File: config.mk
export PLATFORM = sky130hd
export DESIGN_NAME = bdef_track
export DESIGN_NICKNAME = d
export VERILOG_FILES = /design/src/hw/rtl/bdef_pkg.sv /design/src/hw/rtl/bdef_track.sv
export SDC_FILE = /design/constraint.sdc
export NUM_CORES = 1
export LEC_CHECK = 0
export BUFFER_PORTS_ARGS = -buffer_cell sky130_fd_sc_hd__buf_2
export CAP_MARGIN = 30
export CORE_UTILIZATION = 26
export DETAILED_ROUTE_END_ITERATION = 8
export HOLD_SLACK_MARGIN = 0.1
export SLEW_MARGIN = 15
export SYNTH_ARGS = -nofsm -noshare
export SYNTH_HDL_FRONTEND = slang
export SYNTH_SLANG_ARGS = --single-unit
File: constraint.sdc
create_clock -name clk -period 3 [get_ports clk]
set_clock_uncertainty 0.05 [all_clocks]
set_input_delay 0.3 -clock clk [delete_from_list [all_inputs] [get_ports clk]]
set_output_delay 0.3 -clock clk [all_outputs]
set_load 0.005 [all_outputs]
File: src/hw/rtl/bdef_pkg.sv
// Shared types and constants of the box derivative edge finder.
`timescale 1ns / 1ps

package bdef_pkg;

    // Field and register widths fixed by the item and register layout
    localparam int SAMPLE_W    = 8;
    localparam int INDEX_W     = 16;
    localparam int MIN_DIFF_W  = 19;
    localparam int WINDOW_W    = 10;
    localparam int THRESH_W    = 18;
    localparam int CFG_ADDR_W  = 1;
    localparam int CFG_DATA_W  = 18;
    localparam int IN_TDATA_W  = 8;
    localparam int OUT_TDATA_W = 40;

    // Register indexes
    localparam logic [CFG_ADDR_W-1:0] REG_WINDOW    = 1'b0;
    localparam logic [CFG_ADDR_W-1:0] REG_THRESHOLD = 1'b1;

    // Reset values
    localparam int WINDOW_RESET = 700;
    localparam int THRESH_RESET = 1387;
    localparam int BEST_RESET   = 262143;

    // One ring step handed from the sequencer to the window tracker
    typedef struct packed {
        logic                       valid;
        logic                       lead;   // sample leaves forward window
        logic                       trail;  // sample leaves backward window
        logic                       eval;   // difference is defined at this step
        logic [INDEX_W-1:0]         pos;    // window boundary position k
        logic signed [SAMPLE_W-1:0] x;
    } bdef_step_t;

endpackage

File: src/hw/rtl/bdef_track.sv
// Window sums, difference and running minimum of the edge finder.
`timescale 1ns / 1ps

module bdef_track #(
    parameter int SUM_W  = 18,
    parameter int DIFF_W = 19
) (
    input  logic                                 clk,
    input  logic                                 rst_n,
    input  bdef_pkg::bdef_step_t                 step,
    input  logic signed [bdef_pkg::SAMPLE_W-1:0] rd_lead,
    input  logic signed [bdef_pkg::SAMPLE_W-1:0] rd_trail,
    input  logic                                 clear,
    output logic signed [DIFF_W-1:0]             best_diff,
    output logic [bdef_pkg::INDEX_W-1:0]         best_pos,
    output logic                                 busy
);
    import bdef_pkg::*;

    localparam logic signed [DIFF_W-1:0] BEST_INIT = DIFF_W'(BEST_RESET);

    logic signed [SUM_W-1:0]    fwd_reg, fwd_next;
    logic signed [SUM_W-1:0]    bwd_reg, bwd_next;
    logic signed [SAMPLE_W-1:0] lead_val, trail_val;
    logic                       v1_reg, e1_reg;
    logic [INDEX_W-1:0]         pos1_reg;
    logic                       v2_reg, e2_reg;
    logic [INDEX_W-1:0]         pos2_reg;
    logic signed [DIFF_W-1:0]   d_reg, d_next;
    logic signed [DIFF_W-1:0]   best_reg;
    logic [INDEX_W-1:0]         bpos_reg;

    // Stage 1: slide both windows by one sample
    always_comb
    begin
        lead_val  = step.lead  ? rd_lead  : '0;
        trail_val = step.trail ? rd_trail : '0;
        fwd_next  = fwd_reg + SUM_W'(step.x) - SUM_W'(lead_val);
        bwd_next  = bwd_reg + SUM_W'(lead_val) - SUM_W'(trail_val);
        d_next    = DIFF_W'(fwd_reg) - DIFF_W'(bwd_reg);
    end

    always_ff @(posedge clk or negedge rst_n)
    begin
        if (!rst_n)
        begin
            fwd_reg  <= '0;
            bwd_reg  <= '0;
            v1_reg   <= 1'b0;
            v2_reg   <= 1'b0;
            best_reg <= BEST_INIT;
            bpos_reg <= '0;
        end
        else if (clear)
        begin
            fwd_reg  <= '0;
            bwd_reg  <= '0;
            v1_reg   <= 1'b0;
            v2_reg   <= 1'b0;
            best_reg <= BEST_INIT;
            bpos_reg <= '0;
        end
        else
        begin
            if (step.valid)
            begin
                fwd_reg <= fwd_next;
                bwd_reg <= bwd_next;
            end
            v1_reg <= step.valid;
            // Stage 2 carries the difference; stage 3 keeps the first minimum
            v2_reg <= v1_reg;
            if (v2_reg && e2_reg && (d_reg < best_reg))
            begin
                best_reg <= d_reg;
                bpos_reg <= pos2_reg;
            end
        end
    end

    always_ff @(posedge clk)
    begin
        e1_reg   <= step.eval;
        pos1_reg <= step.pos;
        e2_reg   <= e1_reg;
        pos2_reg <= pos1_reg;
        d_reg    <= d_next;
    end

    assign best_diff = best_reg;
    assign best_pos  = bpos_reg;
    assign busy      = v1_reg | v2_reg;

endmodule

==> metrics.md <==
| Metric | Value |
|---|---|
| Status | complete, no violations |
| #FFs+latches synth | 126 |
| I/O pin cnt | 83 |
| Site row count | 65 |
| Syn Area/Cell | 9.15 um^2 |
| Nets | between 1000 and 1500 |
| CP Max Fanout | 4 |
| Grt total ovfl | 0 |
| Vias/cell | 4.44 |
| DPL Wire Length | 15400 um |
| Tot GR Track Use | a little over an eighth |
| Post-Place Worst Slack | -0.348 ns |
| Worst R2R End | fwd_reg[15] |
| Routability-driven placement congestion ratio | 0.865 |
| Avg WL per Cell | between 10 and 15 um |
| Final hold violation count | 0 |
| Crit-path slowest cell | fa_1 |
| Core area | 0.0317 mm^2 |
| Area occupied by multi-input gates | 0.00509 mm^2 |
| Most frequent cells in the layout | inv_1, buf_4, buf_2 |
| Mapped cell area | 0.00844 mm^2 |
| Root Driver | clkbuf_16 |
| Share of post-route cells with drive strength above 1 | 25.5% |
| Register Area | 0.00291 mm^2 |
| Worst Path Required | 3.26 ns |
| Slowest stage delay, CP | a little under 0.5 ns |
| Cell family with most CP delay | compound AO/OA/AOI/OAI gates |
| First-pass GRT wire length | 34200 um |
| Worst Tran Pin Value | 0.961 ns |
| Post-synth ARST share | 57.9% |
| CTS Sinks | 126 |
| DRC viols | 0 |
| Commonest non-fill, non-tap cell in the layout | inv_1 |
| Worst hold path cell count | 4 |
| Routed Antenna Nets | 0 |
| Critical Path End Type | register |
| Mapped Cells | 922 |
| Library cells used by synthesis | 67 |
| Worst-case reg-to-reg path depth | 11 |
| R2r setup slk | 0.09 ns |
| Clk buf depth | 2 |
| Sequential share of the synthesized area | 34.5% |
| Die W | 182 um |
| Worst path cell trace | inv_2, fa_1, inv_1, ha_4, and2_4, a221oi_4, a21oi_2, o211a_1, nand2b_1, a31o_2, a221o_1 |
| Fillers | 3215 |
| Fmax | 344 MHz |
| Detailed router's first-iteration violation count | 300 |
| Worst Path Buf+Inv | 2 |
| Clk Latency, worst-skew pair | 0.43 ns |
| Ys flop type | dfrtp_1 |
| WHS Endpoint | fwd_reg[0] |
| Post-synth EDFFs | 0 |
| Rel. slew slack | between 30 and 40% |
| Antenna cells | 0 |
| Worst-path clk slew | about 0.06 ns |
| CP arrival | 3.17 ns |
| Setup_tns | 0 ns |
| Fin worst setup slack | 0.0911 ns |
| Final critical-path share of the clock period | just under 100% |
| Area added between synthesis and finish | 30.8% |
| Min Hold Slack | 0.211 ns |
| RSZ-0062 raised after global routing | true |
| Initial antenna violation count | 0 |
| Cts bufs inserted | 17 |
| Critical path class | register to register |
| DIE AREA | 0.0332 mm^2 |
| Util after Layout | 34.8% |
| Net Count, Synth | 1077 |
| DRT Pass-1 Iters | 5 |
| Final Max Slew Viols | 0 |
| Worst R2R Start | fwd_reg[3] |
| Largest net degree at the start of global routing | 96 |
| Via count | 6754 |
| Starting Density | about a quarter |
| Max cap viols | 0 |
| WL final | 20600 um |
| Die Y-Extent | 182 um |
| # port buffers | 82 |
| Worst VDD drop | 0.000525 V |
| Worst Hold Class | primary input to register |
| Yosys warns | 0 |
| Final min period | around 2.9 ns |
| Hold_sp | step[0] |
| Worst setup SP type | register |
| CTS tree | built |
| CTS HTree Levels | 4 |
| Number of global-route vias before repair | 6959 |
| Leakage power | 0.00543 uW |
| Setup violators final | 0 |
| Pwr/cell area | 993 mW/mm^2 |
-- what timing repair did --
item	CTS	global route
endpoints found under the setup margin	5	13
endpoints found under the hold margin	72	0
hold buffers	18	0
buffers inserted	2	3
pin swaps	5	21
resized for setup	9	29
-- cells in the mapped netlist, types with 7 or more instances --
cell type  number  area, um^2
a211oi_1        8        60.1
xnor2_1        23         201
nand2_1        55         206
dfrtp_1        55        1380
fa_1           35         701
dfstp_2        18         473
clkbuf_1       21        78.8
xor2_1         13         114
and2_1         12        75.1
inv_1         154         578
a21oi_1        46         230
nor3_1          7        35.0
a31oi_1         9        56.3
o21ai_0        21         105
nor2_1         78         293
nor2b_1         8        50.1
a21o_1         32         240
nand3_1        21         105
dfxtp_1        53        1060
mux2i_1        48         480
nand2b_1       41         257
nand4_1         7        43.8
ha_1           73         913
-- where the power goes --
| part | internal, uW | switching, uW |
|---|---|---|
| clock network | 1240 | 829 |
| registers | 2090 | 240 |
| logic | 3200 | 3360 |
| total | 6520 | 4430 |
-- cells by family after synthesis --
group | after synthesis | share of synthesized area (%)
simple gates | 247 | 14.2
buf+inv | 184 | 8.45
compound gates | 172 | 14.1
flops | 126 | 34.5
fa+ha+maj | 108 | 19.1
mux | 49 | 5.83
xor+xnor | 36 | 3.74
-- worst max path at each step --
stage	from	end	depth (start not counted)
after floorplan	step[26]	fwd_reg[17]	12
after global placement	step[26]	bwd_reg[14]	13
after detailed placement	step[26]	bwd_reg[17]	13
after CTS	bwd_reg[9]	bwd_reg[17]	11
after global routing	fwd_reg[1]	fwd_reg[11]	13
final	fwd_reg[3]	fwd_reg[15]	11
-- routing by layer --
metal	vias to the layer above	routed length, um	track usage (%)
met1	3219	9600	16.5
met2	85	10100	22.5
met3	20	563	2.08
met5	-	0	0
li1	3430	-	-
met4	0	342	4.50
-- area by class of cell --
cell class | instances | area share, %
inverter | 154 | 5.27
multi-input combinational | 612 | 46.1
tap | 402 | 4.56
clock buffer | 18 | 3.89
sequential | 126 | 26.4
timing repair buffer | 194 | 12.4
clock inverter | 14 | 1.38
-- tightest hold or removal path: stages --
cell and delay, ns:
buf_2 0.08, ha_1 0.12, mux2i_1 0.06, nor2_1 0.09
-- metrics by stage --
stage | cells | cell area [um^2] | power, uW
detailed placement | 1464 | 10000 | 8480
global placement | 1463 | 10000 | 8370
floorplan | 922 | 8570 | 6610
CTS | 1516 | 10900 | 10700
finish | 1520 | 11000 | 11000
global route | 1520 | 11000 | 11900
(Power assumes the default switching activity.)
